--- src/design/ppb_pkg.sv ---
// Package for the plasma pixel blender: constants, codes, sine and blend functions.
`default_nettype none

package ppb_pkg;

    localparam int MAX_DIMENSION_DEF    = 4096;
    localparam int SINE_TABLE_DEPTH_DEF = 1024;

    localparam logic [16:0] ONE_Q16  = 17'd65536;
    localparam logic [15:0] RAMP_T1  = 16'd21627;
    localparam logic [15:0] RAMP_T2  = 16'd43254;
    localparam logic [16:0] BLEND_80 = 17'd52429;

    localparam logic [23:0] COL_BLUE   = 24'h0000FF;
    localparam logic [23:0] COL_CYAN   = 24'h00FFFF;
    localparam logic [23:0] COL_YELLOW = 24'hFFFF00;
    localparam logic [23:0] COL_RED    = 24'hFF0000;

    localparam logic [63:0] TWO_PI_Q30 = 64'd6746518852;

    typedef enum logic [1:0] {
        CFG_WIDTH  = 2'd0,
        CFG_HEIGHT = 2'd1,
        CFG_TIME   = 2'd2
    } t_cfg_idx;

    typedef enum logic [1:0] {
        SEG_LOW  = 2'd0,
        SEG_MID  = 2'd1,
        SEG_HIGH = 2'd2
    } t_ramp_seg;

    // Sine of a phase given as a 32-bit fraction of a full turn, Q1.15,
    // by a Q30 Taylor series with quarter-wave folding.
    function automatic logic signed [15:0] sine_q15(input logic [63:0] frac);
        logic [63:0] f;
        logic        neg;
        logic [63:0] a;
        logic [63:0] a2;
        logic [63:0] term;
        logic signed [63:0] sum;
        logic [63:0] e;
        f   = frac;
        neg = 1'b0;
        if (f >= 64'h8000_0000) begin
            neg = 1'b1;
            f   = f - 64'h8000_0000;
        end
        if (f > 64'h4000_0000) begin
            f = 64'h8000_0000 - f;
        end
        a    = (f * TWO_PI_Q30) >> 32;
        a2   = (a * a) >> 30;
        term = a;
        sum  = $signed(a);
        term = ((term * a2) >> 30) / 64'd6;
        sum  = sum - $signed(term);
        term = ((term * a2) >> 30) / 64'd20;
        sum  = sum + $signed(term);
        term = ((term * a2) >> 30) / 64'd42;
        sum  = sum - $signed(term);
        term = ((term * a2) >> 30) / 64'd72;
        sum  = sum + $signed(term);
        term = ((term * a2) >> 30) / 64'd110;
        sum  = sum - $signed(term);
        term = ((term * a2) >> 30) / 64'd156;
        sum  = sum + $signed(term);
        if (sum < 0) begin
            sum = 0;
        end
        e = (($unsigned(sum) << 15) + 64'h2000_0000) >> 30;
        if (e > 64'd32767) begin
            e = 64'd32767;
        end
        return neg ? -$signed(16'(e)) : $signed(16'(e));
    endfunction

    // One 8-bit channel of a blend from a to b by fraction f (Q0.16, up to 1.0).
    function automatic logic [7:0] blend_ch(input logic [7:0] ca, input logic [7:0] cb,
                                            input logic [16:0] f);
        logic [25:0] acc;
        acc = 26'(ca) * 26'(ONE_Q16 - f) + 26'(cb) * 26'(f);
        return acc[23:16];
    endfunction

endpackage

`default_nettype wire

--- src/design/ppb_sqrt.sv ---
// Pipelined integer square root, one result bit per stage.
`default_nettype none

module ppb_sqrt
    import ppb_pkg::*;
(
    input  wire logic        i_clk,
    input  wire logic        i_en,
    input  wire logic [32:0] i_val,
    output logic      [16:0] o_root
);

    localparam int STEPS = 17;

    logic [33:0] r_val  [1:STEPS];
    logic [19:0] r_rem  [1:STEPS];
    logic [16:0] r_root [1:STEPS];

    for (genvar k = 1; k <= STEPS; k++) begin : g_step
        logic [33:0] w_val_in;
        logic [19:0] w_rem_in;
        logic [16:0] w_root_in;
        logic [19:0] w_shift;
        logic [19:0] w_trial;
        logic        w_ge;
        if (k == 1) begin : g_first
            assign w_val_in  = {1'b0, i_val};
            assign w_rem_in  = '0;
            assign w_root_in = '0;
        end else begin : g_next
            assign w_val_in  = r_val[k-1];
            assign w_rem_in  = r_rem[k-1];
            assign w_root_in = r_root[k-1];
        end
        assign w_shift = {w_rem_in[17:0], w_val_in[33:32]};
        assign w_trial = {1'b0, w_root_in, 2'b01};
        assign w_ge    = (w_shift >= w_trial);

        always_ff @(posedge i_clk) begin
            if (i_en) begin
                r_val[k]  <= {w_val_in[31:0], 2'b00};
                r_rem[k]  <= w_ge ? (w_shift - w_trial) : w_shift;
                r_root[k] <= {w_root_in[15:0], w_ge};
            end
        end
    end

    assign o_root = r_root[STEPS];

endmodule

`default_nettype wire

--- config.mk ---
export PLATFORM = sky130hd
export DESIGN_NAME = ppb_sqrt
export DESIGN_NICKNAME = d
export VERILOG_FILES = /design/src/design/ppb_pkg.sv /design/src/design/ppb_sqrt.sv
export SDC_FILE = /design/constraint.sdc
export NUM_CORES = 1
export LEC_CHECK = 0
export ABC_AREA = 1
export BUFFER_PORTS_ARGS = -buffer_cell sky130_fd_sc_hd__buf_4
export CAP_MARGIN = 15
export CORE_MARGIN = 4
export CORE_UTILIZATION = 35
export DETAILED_ROUTE_END_ITERATION = 8
export SETUP_SLACK_MARGIN = 0.5
export SLEW_MARGIN = 20
export SYNTH_ARGS = -nofsm -noshare
export SYNTH_HDL_FRONTEND = slang
export SYNTH_SLANG_ARGS = --single-unit
--- constraint.sdc ---
create_clock -name i_clk -period 2.9 [get_ports i_clk]
set_clock_uncertainty 0.2 [all_clocks]
set_input_delay 0.145 -clock i_clk [delete_from_list [all_inputs] [get_ports i_clk]]
set_output_delay 0.145 -clock i_clk [all_outputs]
set_load 0.02 [all_outputs]
==> run summary <==
Drt drc - 0
H-tree depth - 3
Drt first-iter violations - 1,855
Cell taking the most area after synthesis - edfxtp_1
Share of layout cells above drive strength 1 - 13.0%
Sequential share of power - 46.5%
Final Hold Viols - 0
Total GRT Usage - 14.4%
Hold depth - 2
Area growth from synthesis to layout - 18.7%
Max_slew headroom - 62.6%
Req. time, crit path - 3.05 ns
Slew Viols, Final - 0
Top cell type's share of synthesized area - 58.4%
Cell Area, Synth - 0.0354 sq mm
Area taken by multi-input logic gates - 0.0133 sq mm
Area after DPL - 0.0377 sq mm
Synthesis-stage register bit count - 689
RSZ-0062 raised after global routing - true
P_int - 0.0199 W
Inserted Diodes - 0
Reg2reg end - r_rem[0][227]
Initial core utilization - 35.3%
Post-Syn Instances - 3,598
Vias in the first global route - 23.9k
Syn nets - 3,803
Syn avg cell area - 9.85 sq um
Full die area - 0.106 sq mm
R2R cell count - 9
Unique masters post-synth - 49
Critical Path Fanout Max - 11
Fin crit share - 81.4%
CTS clk-pin slew, worst paths - 0.06 ns
First-pass GRT wire length - 125,000 um
Post-route cell area - 0.0421 sq mm
Worst r2r src - r_root[0][175]
YS warnings - 0
Sw Ratio - 28.1%
Half-perimeter wire length after placement - 56,800 um
EDFF count, synth - 689
DIE WIDTH - 326 um
Outcome - finished clean
Setup crit start kind - flop
Top post-synthesis cells by area - edfxtp_1, nand2_1, ha_1
Peak supply drop - 572 uV
Asr flop ratio synth - 0%
Clock Sink Count - 689
Detailed-route vias per instance - 4.65
Switch Pwr - 0.00780 W
Fin Setup TNS - 0 ns
WL/cell - 14.7 um
Slew at the pin closest to its max-slew limit - 0.561 ns
Worst path arrival time - 2.51 ns
Final ANT Viol Nets - 0
Hold WS - 0.0472 ns
RePlAce Congestion - 0.899
Total gr overflow - 0
Fin crit period - 2.36 ns
Fmax - 424 MHz
Finished Layout Cells - 5,257
Gate power share - 18.6%
Post-synth top cells - nand2_1, edfxtp_1, inv_1
Initial antenna violation count - 1
Crit path kind - flop to flop
Setup crit end kind - flop
Leak Pwr - 17.7 nW
Largest net degree at the start of global routing - 81
FF-to-FF setup slack - 0.54 ns
Final nets - 4,051
PwrDens - 659 mW/mm^2
Via count of the routed design - 24.5k
Chip height - 326 um
Min-delay src - i_val[23]
Final setup violating endpoints - 0
Top FF cell, synth - edfxtp_1
Register area - 0.0207 sq mm
Fillcell total - 9,595
Register area share after synthesis - 58.4%
IO Port Bufs - 51
Worst-Skew Late Latency - 0.64 ns
Rows - 116
Clk pwr share - 34.9%
CTS tree - built
Clock root buffer master - clkbuf_16
Routed WL - 77,500 um
Hold Crit Class - primary input to flop
Cells after DPL - 5,019
Total CTS buffers - 76
Core Region - 0.100 sq mm
Router iterations before antenna repair - 6
MaxCap Viol Count - 0
Clock Path Buffers - 3
Ports - 52
Top-count cell post-synth - nand2_1
WHS Endpoint - r_val[0][55]
-- flip-flops by register name, indices dropped and copies added (netlist names) --
register / flops
r_root: 153
r_val: 272
r_rem: 264
-- worst max path at each step --
stage,to,slack (ns),depth (start not counted),start
finish,r_rem[0][227],0.54,9,r_root[0][175]
global route,r_rem[0][225],0.49,9,r_root[0][175]
CTS,r_rem[0][227],0.50,8,r_rem[0][203]
detailed placement,r_rem[0][109],0.35,10,r_rem[0][81]
global placement,r_rem[0][291],0.35,11,r_root[0][221]
floorplan,r_rem[0][337],0.75,10,r_rem[0][311]
-- kinds of logic after synthesis --
kind of cell,Yosys count,share of synthesized area [%]
AO/OA/AOI/OAI,352,5.64
XOR/XNOR,100,2.47
AND/OR/NAND/NOR,1720,21.0
adder cells (fa/ha/maj),170,6.00
other,1,0.0106
buffers and inverters,566,6.47
flip-flops,689,58.4
-- metal layers --
| layer | up-vias | global-route usage, % | routed length, um |
|---|---|---|---|
| met5 | - | 0 | 13 |
| met4 | 2 | 4.48 | 2370 |
| met3 | 150 | 2.56 | 3580 |
| met2 | 491 | 24.0 | 36500 |
| met1 | 11300 | 19.1 | 35000 |
| li1 | 12500 | - | - |
-- final cells by class --
| cell class | instances | share of cell area [%] |
|---|---|---|
| tap | 1357 | 4.04 |
| multi-input combinational | 2344 | 31.6 |
| clock inverter | 39 | 1.15 |
| inverter | 540 | 4.90 |
| sequential | 689 | 49.2 |
| clock buffer | 93 | 4.83 |
| timing repair buffer | 195 | 4.31 |
-- per-stage QoR --
| step | util [%] | total power (W) | setup WS [ns] |
|---|---|---|---|
| global placement | 37.6 | 0.0177 | 0.353 |
| floorplan | - | 0.0163 | 0.753 |
| global route | 41.9 | 0.0293 | 0.489 |
| detailed placement | 37.6 | 0.0178 | 0.347 |
| CTS | 40.9 | 0.0277 | 0.498 |
| finish | 41.9 | 0.0277 | 0.540 |
-- critical path, cell delays in order, from the launching register on --
cell and delay, ns:
edfxtp_1 0.46, inv_1 0.13, ha_4 0.22, a21oi_1 0.21, o21ai_1 0.15, nand2_1 0.10
nand3_2 0.13, nor2_4 0.19, buf_6 0.19, o21ai_1 0.10
-- cell usage in the layout (no fill, tap or decap), types with 5 or more instances in the layout --
cell type      netlist  final
a21oi_1            157    138
a21oi_2             29     47
and3_1               5      5
buf_12               1     14
buf_4                8    115
bufinv_16            0      8
clkbuf_1             0     14
clkbuf_16            0     79
clkinv_1             1     14
clkinvlp_4           0      6
dlygate4sd3_1        0     62
edfxtp_1           689    689
ha_1               170    114
ha_2                 0     15
ha_4                 0     41
inv_1              513    510
inv_2               24     21
inv_6                0      6
nand2_1           1028   1018
nand2_2             28     37
nand2_4             12     14
nand3_1            215    212
nand3_2              5      7
nand3b_1            31     31
nand4_1             48     48
nor2_1             270    254
nor2_2              13     24
nor2_4              11     16
nor3_1              31     27
nor4_1               5      5
o21a_1               5      5
o21ai_0             72     70
o21ai_1             59     60
o21ai_2             14     14
o21bai_1             6      5
xnor2_1             45     45
xor2_1              55     54
-- timing repair --
item | CTS | global route
hold buffers | 62 | 0
cloned | 1 | 1
endpoints found under the hold margin | 120 | 0
pin swaps | 4 | 15
gates resized for setup | 25 | 130
setup buffers | 9 | 33
endpoints found under the setup margin | 105 | 228
-- power groups by stage --
stage | logic (W) | clock network (W) | registers, W
3_5_place_dp | 0.00471 | 0 | 0.0131
6_report | 0.00515 | 0.00969 | 0.0129
5_1_grt | 0.00588 | 0.0104 | 0.0130
3_3_place_gp | 0.00469 | 0 | 0.0130
2_1_floorplan | 0.00348 | 0 | 0.0128
4_1_cts | 0.00485 | 0.00999 | 0.0129
No activity file was read; power rests on OpenSTA's default activity.
