File: src/design/ppb_pkg.sv
// Package for the plasma pixel blender: constants, codes, sine and blend functions.
`default_nettype none

package ppb_pkg;

    localparam int MAX_DIMENSION_DEF    = 4096;
    localparam int SINE_TABLE_DEPTH_DEF = 1024;

    localparam logic [16:0] ONE_Q16  = 17'd65536;
    localparam logic [15:0] RAMP_T1  = 16'd21627;
    localparam logic [15:0] RAMP_T2  = 16'd43254;
    localparam logic [16:0] BLEND_80 = 17'd52429;

    localparam logic [23:0] COL_BLUE   = 24'h0000FF;
    localparam logic [23:0] COL_CYAN   = 24'h00FFFF;
    localparam logic [23:0] COL_YELLOW = 24'hFFFF00;
    localparam logic [23:0] COL_RED    = 24'hFF0000;

    localparam logic [63:0] TWO_PI_Q30 = 64'd6746518852;

    typedef enum logic [1:0] {
        CFG_WIDTH  = 2'd0,
        CFG_HEIGHT = 2'd1,
        CFG_TIME   = 2'd2
    } t_cfg_idx;

    typedef enum logic [1:0] {
        SEG_LOW  = 2'd0,
        SEG_MID  = 2'd1,
        SEG_HIGH = 2'd2
    } t_ramp_seg;

    // Sine of a phase given as a 32-bit fraction of a full turn, Q1.15,
    // by a Q30 Taylor series with quarter-wave folding.
    function automatic logic signed [15:0] sine_q15(input logic [63:0] frac);
        logic [63:0] f;
        logic        neg;
        logic [63:0] a;
        logic [63:0] a2;
        logic [63:0] term;
        logic signed [63:0] sum;
        logic [63:0] e;
        f   = frac;
        neg = 1'b0;
        if (f >= 64'h8000_0000) begin
            neg = 1'b1;
            f   = f - 64'h8000_0000;
        end
        if (f > 64'h4000_0000) begin
            f = 64'h8000_0000 - f;
        end
        a    = (f * TWO_PI_Q30) >> 32;
        a2   = (a * a) >> 30;
        term = a;
        sum  = $signed(a);
        term = ((term * a2) >> 30) / 64'd6;
        sum  = sum - $signed(term);
        term = ((term * a2) >> 30) / 64'd20;
        sum  = sum + $signed(term);
        term = ((term * a2) >> 30) / 64'd42;
        sum  = sum - $signed(term);
        term = ((term * a2) >> 30) / 64'd72;
        sum  = sum + $signed(term);
        term = ((term * a2) >> 30) / 64'd110;
        sum  = sum - $signed(term);
        term = ((term * a2) >> 30) / 64'd156;
        sum  = sum + $signed(term);
        if (sum < 0) begin
            sum = 0;
        end
        e = (($unsigned(sum) << 15) + 64'h2000_0000) >> 30;
        if (e > 64'd32767) begin
            e = 64'd32767;
        end
        return neg ? -$signed(16'(e)) : $signed(16'(e));
    endfunction

    // One 8-bit channel of a blend from a to b by fraction f (Q0.16, up to 1.0).
    function automatic logic [7:0] blend_ch(input logic [7:0] ca, input logic [7:0] cb,
                                            input logic [16:0] f);
        logic [25:0] acc;
        acc = 26'(ca) * 26'(ONE_Q16 - f) + 26'(cb) * 26'(f);
        return acc[23:16];
    endfunction

endpackage

`default_nettype wire

File: src/design/ppb_div.sv
// Pipelined restoring divider: saturated floor(num * 2^16 / den), one bit per stage.
`default_nettype none

module ppb_div
    import ppb_pkg::*;
(
    input  wire logic        i_clk,
    input  wire logic        i_en,
    input  wire logic [11:0] i_num,
    input  wire logic [12:0] i_den,
    output logic      [15:0] o_quot
);

    localparam int STEPS = 16;

    logic [12:0] r_rem  [1:STEPS];
    logic [15:0] r_quot [1:STEPS];
    logic        r_sat  [1:STEPS];

    for (genvar k = 1; k <= STEPS; k++) begin : g_step
        logic [12:0] w_rem_in;
        logic [15:0] w_quot_in;
        logic        w_sat_in;
        logic [13:0] w_shift;
        logic        w_ge;
        if (k == 1) begin : g_first
            assign w_rem_in  = {1'b0, i_num};
            assign w_quot_in = '0;
            assign w_sat_in  = ({1'b0, i_num} >= i_den);
        end else begin : g_next
            assign w_rem_in  = r_rem[k-1];
            assign w_quot_in = r_quot[k-1];
            assign w_sat_in  = r_sat[k-1];
        end
        assign w_shift = {w_rem_in, 1'b0};
        assign w_ge    = (w_shift >= {1'b0, i_den});

        always_ff @(posedge i_clk) begin
            if (i_en) begin
                r_rem[k]  <= w_ge ? 13'(w_shift - {1'b0, i_den}) : w_shift[12:0];
                r_quot[k] <= {w_quot_in[14:0], w_ge};
                r_sat[k]  <= w_sat_in;
            end
        end
    end

    assign o_quot = r_sat[STEPS] ? 16'hFFFF : r_quot[STEPS];

endmodule

`default_nettype wire

File: config.mk
export PLATFORM = sky130hd
export DESIGN_NAME = ppb_div
export DESIGN_NICKNAME = d
export VERILOG_FILES = /design/src/design/ppb_pkg.sv /design/src/design/ppb_div.sv
export SDC_FILE = /design/constraint.sdc
export NUM_CORES = 1
export LEC_CHECK = 0
export ABC_AREA = 1
export BUFFER_PORTS_ARGS = -buffer_cell sky130_fd_sc_hd__buf_4
export CORE_MARGIN = 3
export CORE_UTILIZATION = 55
export DETAILED_ROUTE_END_ITERATION = 16
export PLACE_DENSITY = 0.74
export SKIP_LAST_GASP = 1
export SYNTH_ARGS = -nofsm -noshare
export SYNTH_HDL_FRONTEND = slang
export SYNTH_SLANG_ARGS = --single-unit
File: constraint.sdc
create_clock -name i_clk -period 2.5 [get_ports i_clk]
set_input_delay 0.125 -clock i_clk [delete_from_list [all_inputs] [get_ports i_clk]]
set_output_delay 0.125 -clock i_clk [all_outputs]
set_load 0.02 [all_outputs]
==> flow_summary.ini, run 1 <==
[outcome]
status = finished, final reports clean

[detailed_routing]
dr.pass1.iters = 6
wirelength_um = 63000
vias_per_cell = 5.28
dr.first_iter.drc_count = 1689
num_vias = 22100
drt-wirelength-per-cell_um = 15.1
drtAntennaViolNets = 0
drc = 0

[setup_path]
crit_type = flip-flop to flip-flop
end_kind = flip-flop
r2r-end = r_rem[0][150]
required_ps = 2800
start_kind = flip-flop
cp-endpoint = r_rem[0][150]
r2r_cells = 9
crit_start = r_rem[0][137]
r2r_setup_slack_ps = 190
r2r_start = r_rem[0][137]
cp_max_fo = 21
critical_path_arrival_ps = 2620

[synth]
synth-async-reset-ratio_pct = 0
syn-instance-count = 3448
ys_ff_latch = 347
yosysTopAreaCell = edfxtp_1
ys_warn_count = 0
syn_avg_cell_area_sq_um = 7.69
synth_commonest_cells = nand2_1 (1,198), inv_1 (655), edfxtp_1 (347)
ys_types = 35
synth_area_leaders = edfxtp_1 (39%), nand2_1 (17%), ha_1 (10%)
yosysTopAreaCellShare_pct = 39.3
synth_edf_count = 347
synth_area_sq_um = 26500
ys.flop_type = edfxtp_1
yosysSeqAreaShare_pct = 39.3
synth_most_common_cell = nand2_1
synth_fp_nets = 3709

[timing]
tightest_slew_ps = 534
hold_ws_ps = 76.6
drv_slew = 0
period_needed_ps = 2310
fin_crit_sh_pct = 92.5
setup_viol = 0
final.setup.tns_ps = 0
fmax_ghz = 0.432
finClkSkew_ps = 14.3
rsz0062_at_grt = no
final-hold-violation-count = 0
maxSlewHeadroom_pct = 64.4

[finish]
fin_area_sq_um = 29200
fin_cells = 4183
drive_gt1_share_pct = 8.14
num-nets-final = 3807
nFillCells = 4164
final_util_pct = 62.1
diodes = 0
area_growth_pct = 10.1

[die]
start_util_pct = 56.4
core_sq_um = 47100
die-width_um = 226
num_rows = 79
die_h_um = 226
die-area_sq_um = 50900
pin_count = 43

[clock_network]
insertion_delay_ps = 570
cts_tree = built
clkTransAtPathRegs_ps = 60
numCtsBuffers = 41
clock_path_buffers = 3
clock-sinks = 347
cts-root-buf = clkbuf_16
htree_levels = 2

[placement]
portBuffers = 42
dp.cells = 4098
post-dp-hpwl_um = 45600
placed_area_sq_um = 27800
gp_congestion = 0.971

[global_routing]
antenna_found_initial = 0
grt_overflow = 0
grt_max_degree = 82
grt_first_pass_wirelength_um = 103000
grt_pass1_vias = 20800
grt_use_total_pct = 25.2

[job]
max_cap_violations = 0

[hold_path]
hold_class = input pin to flip-flop
holdCritStartpoint = i_num[0]

[power]
leakage_nw = 15.1
p_per_area_nw_per_um2 = 1110
irDropWorstVdd_mv = 0.569
[what timing repair did]
item                                    in CTS  in global routing
endpoints found under the setup margin       0                  1
resized for setup                            0                  1
hold endpoints to repair                    46                  0
hold buffers                                12                  0
buffers inserted                             0                  0
[report_power, final]
group          leakage, nW  switching [mW]  total (mW)  internal [mW]
clock network        0.655            2.41        5.96           3.55
registers             3.40            1.16        10.2           9.02
logic                 11.1            10.5        16.3           5.80
total                 15.1            14.0        32.4           18.4
[worst min path at each step]
stage | endpoint | slack, ps | depth (start not counted)
2_1_floorplan | r_quot[0][16] | 240 | 0
3_3_place_gp | r_quot[2][18] | 400 | 0
3_5_place_dp | r_quot[2][2] | 400 | 0
4_1_cts | r_rem[0][14] | 60 | 3
5_1_grt | r_rem[0][14] | 90 | 3
6_report | r_rem[0][14] | 80 | 3
[layout make-up]
type | count | area, sq um | area share [%]
timing repair buffer | 104 | 1030 | 3.53
clock buffer | 50 | 1100 | 3.77
sequential | 347 | 10400 | 35.7
multi-input combinational | 2389 | 13200 | 45.1
clock inverter | 23 | 223 | 0.763
inverter | 663 | 2490 | 8.52
tap | 607 | 759 | 2.60
[state kept, by name (all words and copies together), names as in the netlist]
signal	cells
r_rem	195
r_quot	136
r_sat	16
[per-layer routing]
layer	track usage (%)	wire length, um	share of wire [%]
met1	34.4	28500	45
met2	40.3	27700	44
met3	5.33	4660	7.4
met4	8.22	2110	3.3
met5	0	0	0
[layout by cell type (no fill, tap or decap), types with 2 or more instances in the layout]
cell              n
nand2_1        1198
ha_1            219
clkinv_2         10
or2_2            16
clkbuf_1          7
a21oi_1          70
o21ai_1          78
nor2_2           16
clkbuf_16        43
clkinv_1          5
inv_2             9
a21oi_2           2
o31ai_1           2
bufinv_16         4
buf_4            74
xor2_1           79
nand3_1         238
nor3_1            5
buf_12           17
nand4_1         154
nand3_4           2
edfxtp_1        347
fa_1             15
dlygate4sd3_1    12
nand3_2          41
nor2_1          173
nand2_2          22
inv_1           654
a21oi_4          13
o21ai_0          26
nand4_2          14
clkinv_4          2
[worst max-delay path, stage by stage, from the launching register on]
cell and delay (ps):
edfxtp_1 470, ha_1 380, nand2_1 150, inv_1 50, nand2_1 60, nand2_1 90, a21oi_4 220, nand3_2 370
nand2_1 170, o21ai_0 90
[cell families after synthesis]
group,count (synthesis),share of synthesized area (%)
XOR/XNOR,80,2.64
AO/OA/AOI/OAI,192,4.24
flip-flops,347,39.3
AND/OR/NAND/NOR,1883,31.3
adder cells (fa/ha/maj),234,11.5
buffers and inverters,712,11.1
[stage by stage]
stage | power, mW | worst slack [ps]
after floorplan | 22.7 | 41.6
after global placement | 26.0 | 60.1
after detailed placement | 26.3 | 72.4
after CTS | 32.4 | 193
after global routing | 35.4 | 7.36
final | 32.4 | 187
Power figures use the tool's default switching activity.
==> run 2, diff against run 1 <==
--- a/config.mk
+++ b/config.mk
@@ -11,6 +11,7 @@
 export CORE_UTILIZATION = 55
 export DETAILED_ROUTE_END_ITERATION = 16
 export PLACE_DENSITY = 0.74
+export REMOVE_ABC_BUFFERS = 1
 export SKIP_LAST_GASP = 1
 export SYNTH_ARGS = -nofsm -noshare
 export SYNTH_HDL_FRONTEND = slang
==> run 2 against run 1 <==
Effect of this change:
- flip-flop and latch count unchanged
- die area unchanged
- register-to-register slack about the same
- final area up 0.34%
- final cell count down 0.14%
- first-iteration DRC count up 11%
- wire length up 0.38%
- setup slack worse by 7.0 ps
- combinational power about the same
- largest power group unchanged
- highest routed layer unchanged
==> flow_summary.ini, run 2 (same netlist as run 1, synthesis figures left out) <==
[setup_path]
cp_max_fo = 21
r2r_cells = 9
crit_start = r_rem[0][126]
r2r-end = r_rem[0][141]
start_kind = flip-flop
critical_path_arrival_ps = 2630
r2r_start = r_rem[0][126]
crit_type = flip-flop to flip-flop
required_ps = 2810
r2r_setup_slack_ps = 180
cp-endpoint = r_rem[0][141]
end_kind = flip-flop

[global_routing]
grt_overflow = 0
grt_first_pass_wirelength_um = 102000
grt_use_total_pct = 25.1
grt_max_degree = 106
grt_pass1_vias = 20700
antenna_found_initial = 0

[power]
leakage_nw = 15.1
switching_share_pct = 43.4
p_per_area_nw_per_um2 = 1110
pwr-share-clk_pct = 18.9
internal_power_mw = 18.4
p_switching_mw = 14.1
p_seq_share_pct = 31.4
power_frac_comb_pct = 49.8
irDropWorstVdd_mv = 0.585

[timing]
hold_ws_ps = 27.3
fmax_ghz = 0.431
layout_setup_ws_ps = 180
finClkSkew_ps = 22.0
maxSlewHeadroom_pct = 59.5
drv_slew = 0
period_needed_ps = 2320
final.setup.tns_ps = 0
tightest_slew_ps = 608
rsz0062_at_grt = no
fin_crit_sh_pct = 92.8
final-hold-violation-count = 0
setup_viol = 0

[die]
die-area_sq_um = 50900
pin_count = 43
die_h_um = 226
core_sq_um = 47100
start_util_pct = 56.4
num_rows = 79
die-width_um = 226

[clock_network]
insertion_delay_ps = 570
cts-root-buf = clkbuf_16
cts_tree = built
clock_path_buffers = 3
numCtsBuffers = 41
post_cts_buffers = 0
htree_levels = 2
clkTransAtPathRegs_ps = 70
clock-sinks = 347

[detailed_routing]
wirelength_um = 63300
drt-wirelength-per-cell_um = 15.2
dr.first_iter.drc_count = 1874
vias_per_cell = 5.26
num_vias = 22000
drc = 0
drtAntennaViolNets = 0
dr.pass1.iters = 5

[finish]
num-nets-final = 3798
largest_reg_flops = 195
top_regs = r_rem: 195 flops, r_quot: 136 flops, r_sat: 16 flops
layout_commonest_cell = nand2_1
diodes = 0
mostFrequentLayoutCells = nand2_1 (1,198), inv_1 (654), edfxtp_1 (347)
fin_area_sq_um = 29300
area_growth_pct = 10.5
drive_gt1_share_pct = 8.04
final_util_pct = 62.3
regMostFlops = r_rem

[placement]
placed_area_sq_um = 27800
dp_slack_ps = 15.9
post-dp-hpwl_um = 46200
gp_congestion = 0.957
portBuffers = 42

[outcome]
status = finished, final reports clean

[job]
max_cap_violations = 0

[hold_path]
hold_class = input pin to flip-flop
[run 2: layout make-up]
type | count | area [sq um]
fill | 4180 | 17700
multi-input combinational | 2389 | 13200
sequential | 347 | 10400
inverter | 663 | 2490
clock buffer | 45 | 1040
timing repair buffer | 95 | 1040
tap | 607 | 759
clock inverter | 31 | 337
[run 2: what timing repair did]
| action | in CTS | in global routing |
|---|---|---|
| hold buffers | 13 | 0 |
| gates resized for setup | 0 | 6 |
| setup endpoints to repair | 0 | 21 |
| endpoints found under the hold margin | 37 | 0 |
[run 2: critical path, stage by stage (launching register included)]
cell and delay, ps:
edfxtp_1 420, ha_1 390, nand2_1 130, inv_1 60
nand2_1 100, inv_2 50, a21oi_4 210, nand3_2 380
nand3_1 220, nand2_1 90
[run 2: worst min path at each step]
stage | startpoint | end | slack, ps | cells past startpoint
2_1_floorplan | i_en | r_quot[0][16] | 240 | 0
3_3_place_gp | r_sat[7][0] | r_sat[7][1] | 400 | 0
3_5_place_dp | r_quot[4][19] | r_quot[5][4] | 400 | 0
4_1_cts | i_den[12] | r_sat[0][1] | 20 | 4
5_1_grt | i_den[12] | r_sat[0][1] | 60 | 4
6_report | i_den[12] | r_sat[0][1] | 30 | 4
[run 2: routing by layer]
layer / wire length, um / part of all wire, % / vias up / global-route usage, %
met3: 4070 / 6.4 / 118 / 3.80
met4: 2030 / 3.2 / 0 / 8.30
met5: 0 / 0 / - / 0
li1: - / - / 11300 / -
met2: 29100 / 46 / 617 / 42.0
met1: 28000 / 44 / 9887 / 33.7
[run 2: power by group through the flow]
stage               sequential, mW  combinational (mW)  clock [mW]
floorplan                     9.65                12.5           0
finish                        10.2                16.2        6.13
global route                  10.3                18.6        6.51
global placement              10.3                15.6           0
detailed placement            10.3                16.0           0
CTS                           10.2                16.1        6.28
[run 2: metrics by stage]
stage                     power [mW]  cells
after floorplan                 22.1   3399
after global placement          25.9   4088
after detailed placement        26.2   4088
after CTS                       32.5   4177
after global routing            35.5   4177
final                           32.5   4177
==> run 3, diff against run 2 <==
--- a/config.mk
+++ b/config.mk
@@ -9,6 +9,7 @@
 export BUFFER_PORTS_ARGS = -buffer_cell sky130_fd_sc_hd__buf_4
 export CORE_MARGIN = 3
 export CORE_UTILIZATION = 55
+export CTS_BUF_LIST = sky130_fd_sc_hd__clkbuf_16
 export DETAILED_ROUTE_END_ITERATION = 16
 export PLACE_DENSITY = 0.74
 export REMOVE_ABC_BUFFERS = 1
==> run 3 against run 2 <==
Effect of this change:
- die area stayed put
- setup slack is essentially flat
- sequential share of layout area did not move
- clock skew about the same
- clock-buffer cell count is 4 lower
- clock power about the same
- combinational power about the same
- register-to-register slack about the same
- maximum frequency barely moved
- power about the same
- largest cell class unchanged
==> flow_summary.ini, run 3 (same netlist as run 1, synthesis figures left out) <==
[clock_network]
clkTransAtPathRegs_ps = 70
cts_tree = built
clock_path_buffers = 3
cts-root-buf = clkbuf_16
insertion_delay_ps = 570
clock-sinks = 347
numCtsBuffers = 41
htree_levels = 2

[global_routing]
grt_use_total_pct = 25.1
grt_first_pass_wirelength_um = 102000
antenna_found_initial = 0
grt_pass1_vias = 20700
grt_max_degree = 106
grt_overflow = 0

[finish]
mostFrequentLayoutCells = nand2_1 (1,198), inv_1 (658), edfxtp_1 (347)
area_growth_pct = 10.5
regMostFlops = r_rem
largest_reg_flops = 195
nFillCells = 4180
top_regs = r_rem: 195 flops, r_quot: 136 flops, r_sat: 16 flops
fin_area_sq_um = 29300
drive_gt1_share_pct = 8.04
diodes = 0
layout_commonest_cell = nand2_1
num-nets-final = 3798

[detailed_routing]
num_vias = 22000
drtAntennaViolNets = 0
drc = 0
drt-wirelength-per-cell_um = 15.2
dr.pass1.iters = 5
wirelength_um = 63300
dr.first_iter.drc_count = 1874
vias_per_cell = 5.26

[die]
start_util_pct = 56.4
die-width_um = 226
num_rows = 79
pin_count = 43
core_sq_um = 47100
die_h_um = 226
die-area_sq_um = 50900

[hold_path]
hold_class = input pin to flip-flop

[timing]
fin_crit_sh_pct = 92.8
fmax_ghz = 0.431
finClkSkew_ps = 22.1
drv_slew = 0
final-hold-violation-count = 0
period_needed_ps = 2320
tightest_slew_ps = 608
setup_viol = 0
rsz0062_at_grt = no
final.setup.tns_ps = 0
maxSlewHeadroom_pct = 59.5

[outcome]
status = finished, final reports clean

[power]
pwr-share-clk_pct = 18.8
p_per_area_nw_per_um2 = 1110
leakage_nw = 15.2
switching_share_pct = 43.4
irDropWorstVdd_mv = 0.584
p_seq_share_pct = 31.4
internal_power_mw = 18.4
p_switching_mw = 14.1
power_frac_comb_pct = 49.8
finalPower_mw = 32.5

[setup_path]
required_ps = 2810
cp_max_fo = 21
crit_type = flip-flop to flip-flop
end_kind = flip-flop
critical_path_arrival_ps = 2630
start_kind = flip-flop

[job]
max_cap_violations = 0

[placement]
gp_congestion = 0.957
post-dp-hpwl_um = 46200
placed_area_sq_um = 27800
portBuffers = 42
[run 3: through the flow]
| step | setup WS, ps | util (%) | hold WS (ps) | cells |
|---|---|---|---|---|
| floorplan | 27.2 | - | 237 | 3399 |
| global placement | 33.7 | 59.0 | 401 | 4088 |
| detailed placement | 15.9 | 59.0 | 405 | 4088 |
| CTS | 102 | 62.2 | 17.1 | 4177 |
| global route | 0.572 | 62.3 | 59.6 | 4177 |
| finish | 180 | 62.3 | 27.3 | 4177 |
[run 3: worst max-delay path: stages, from the launching register on]
cell and delay (ps):
edfxtp_1 420, ha_1 390, nand2_1 130, inv_1 60, nand2_1 100, inv_2 50
a21oi_4 210, nand3_2 380, nand3_1 220, nand2_1 90
[run 3: final timing paths]
kind	startpoint	endpoint	slack [ps]	cells past startpoint
setup / recovery	r_rem[0][126]	r_rem[0][141]	180	9
hold / removal	i_den[12]	r_sat[0][1]	30	4
setup reg to reg	r_rem[0][126]	r_rem[0][141]	180	9
hold reg to reg	r_sat[5][1]	r_sat[6][0]	410	0
[run 3: final cells by class]
class / count / area, sq um / area share (%)
multi-input cells: 2389 / 13200 / 45.1
flip-flops and latches: 347 / 10400 / 35.6
inverters: 663 / 2490 / 8.49
repair buffers: 95 / 1040 / 3.55
clock buffers: 41 / 1030 / 3.50
well taps: 607 / 759 / 2.59
clock inverters: 35 / 352 / 1.20
[run 3: power groups by stage]
stage | sequential, mW | combinational [mW] | clock [mW]
after CTS | 10.2 | 16.1 | 6.26
after floorplan | 9.65 | 12.5 | 0
after detailed placement | 10.3 | 16.0 | 0
after global placement | 10.3 | 15.6 | 0
final | 10.2 | 16.2 | 6.11
after global routing | 10.3 | 18.6 | 6.50
[run 3: timing repair]
| action | CTS | global route |
|---|---|---|
| hold buffers | 13 | 0 |
| endpoints found under the setup margin | 0 | 21 |
| buffers inserted | 0 | 0 |
| resized for setup | 0 | 6 |
| endpoints found under the hold margin | 37 | 0 |
[run 3: metal layers]
metal / up-vias / routed length (um) / global-route usage, %
met5: - / 0 / 0
met2: 617 / 29100 / 42.0
met1: 9889 / 28000 / 33.7
met4: 0 / 2030 / 8.30
met3: 118 / 4060 / 3.80
li1: 11300 / - / -
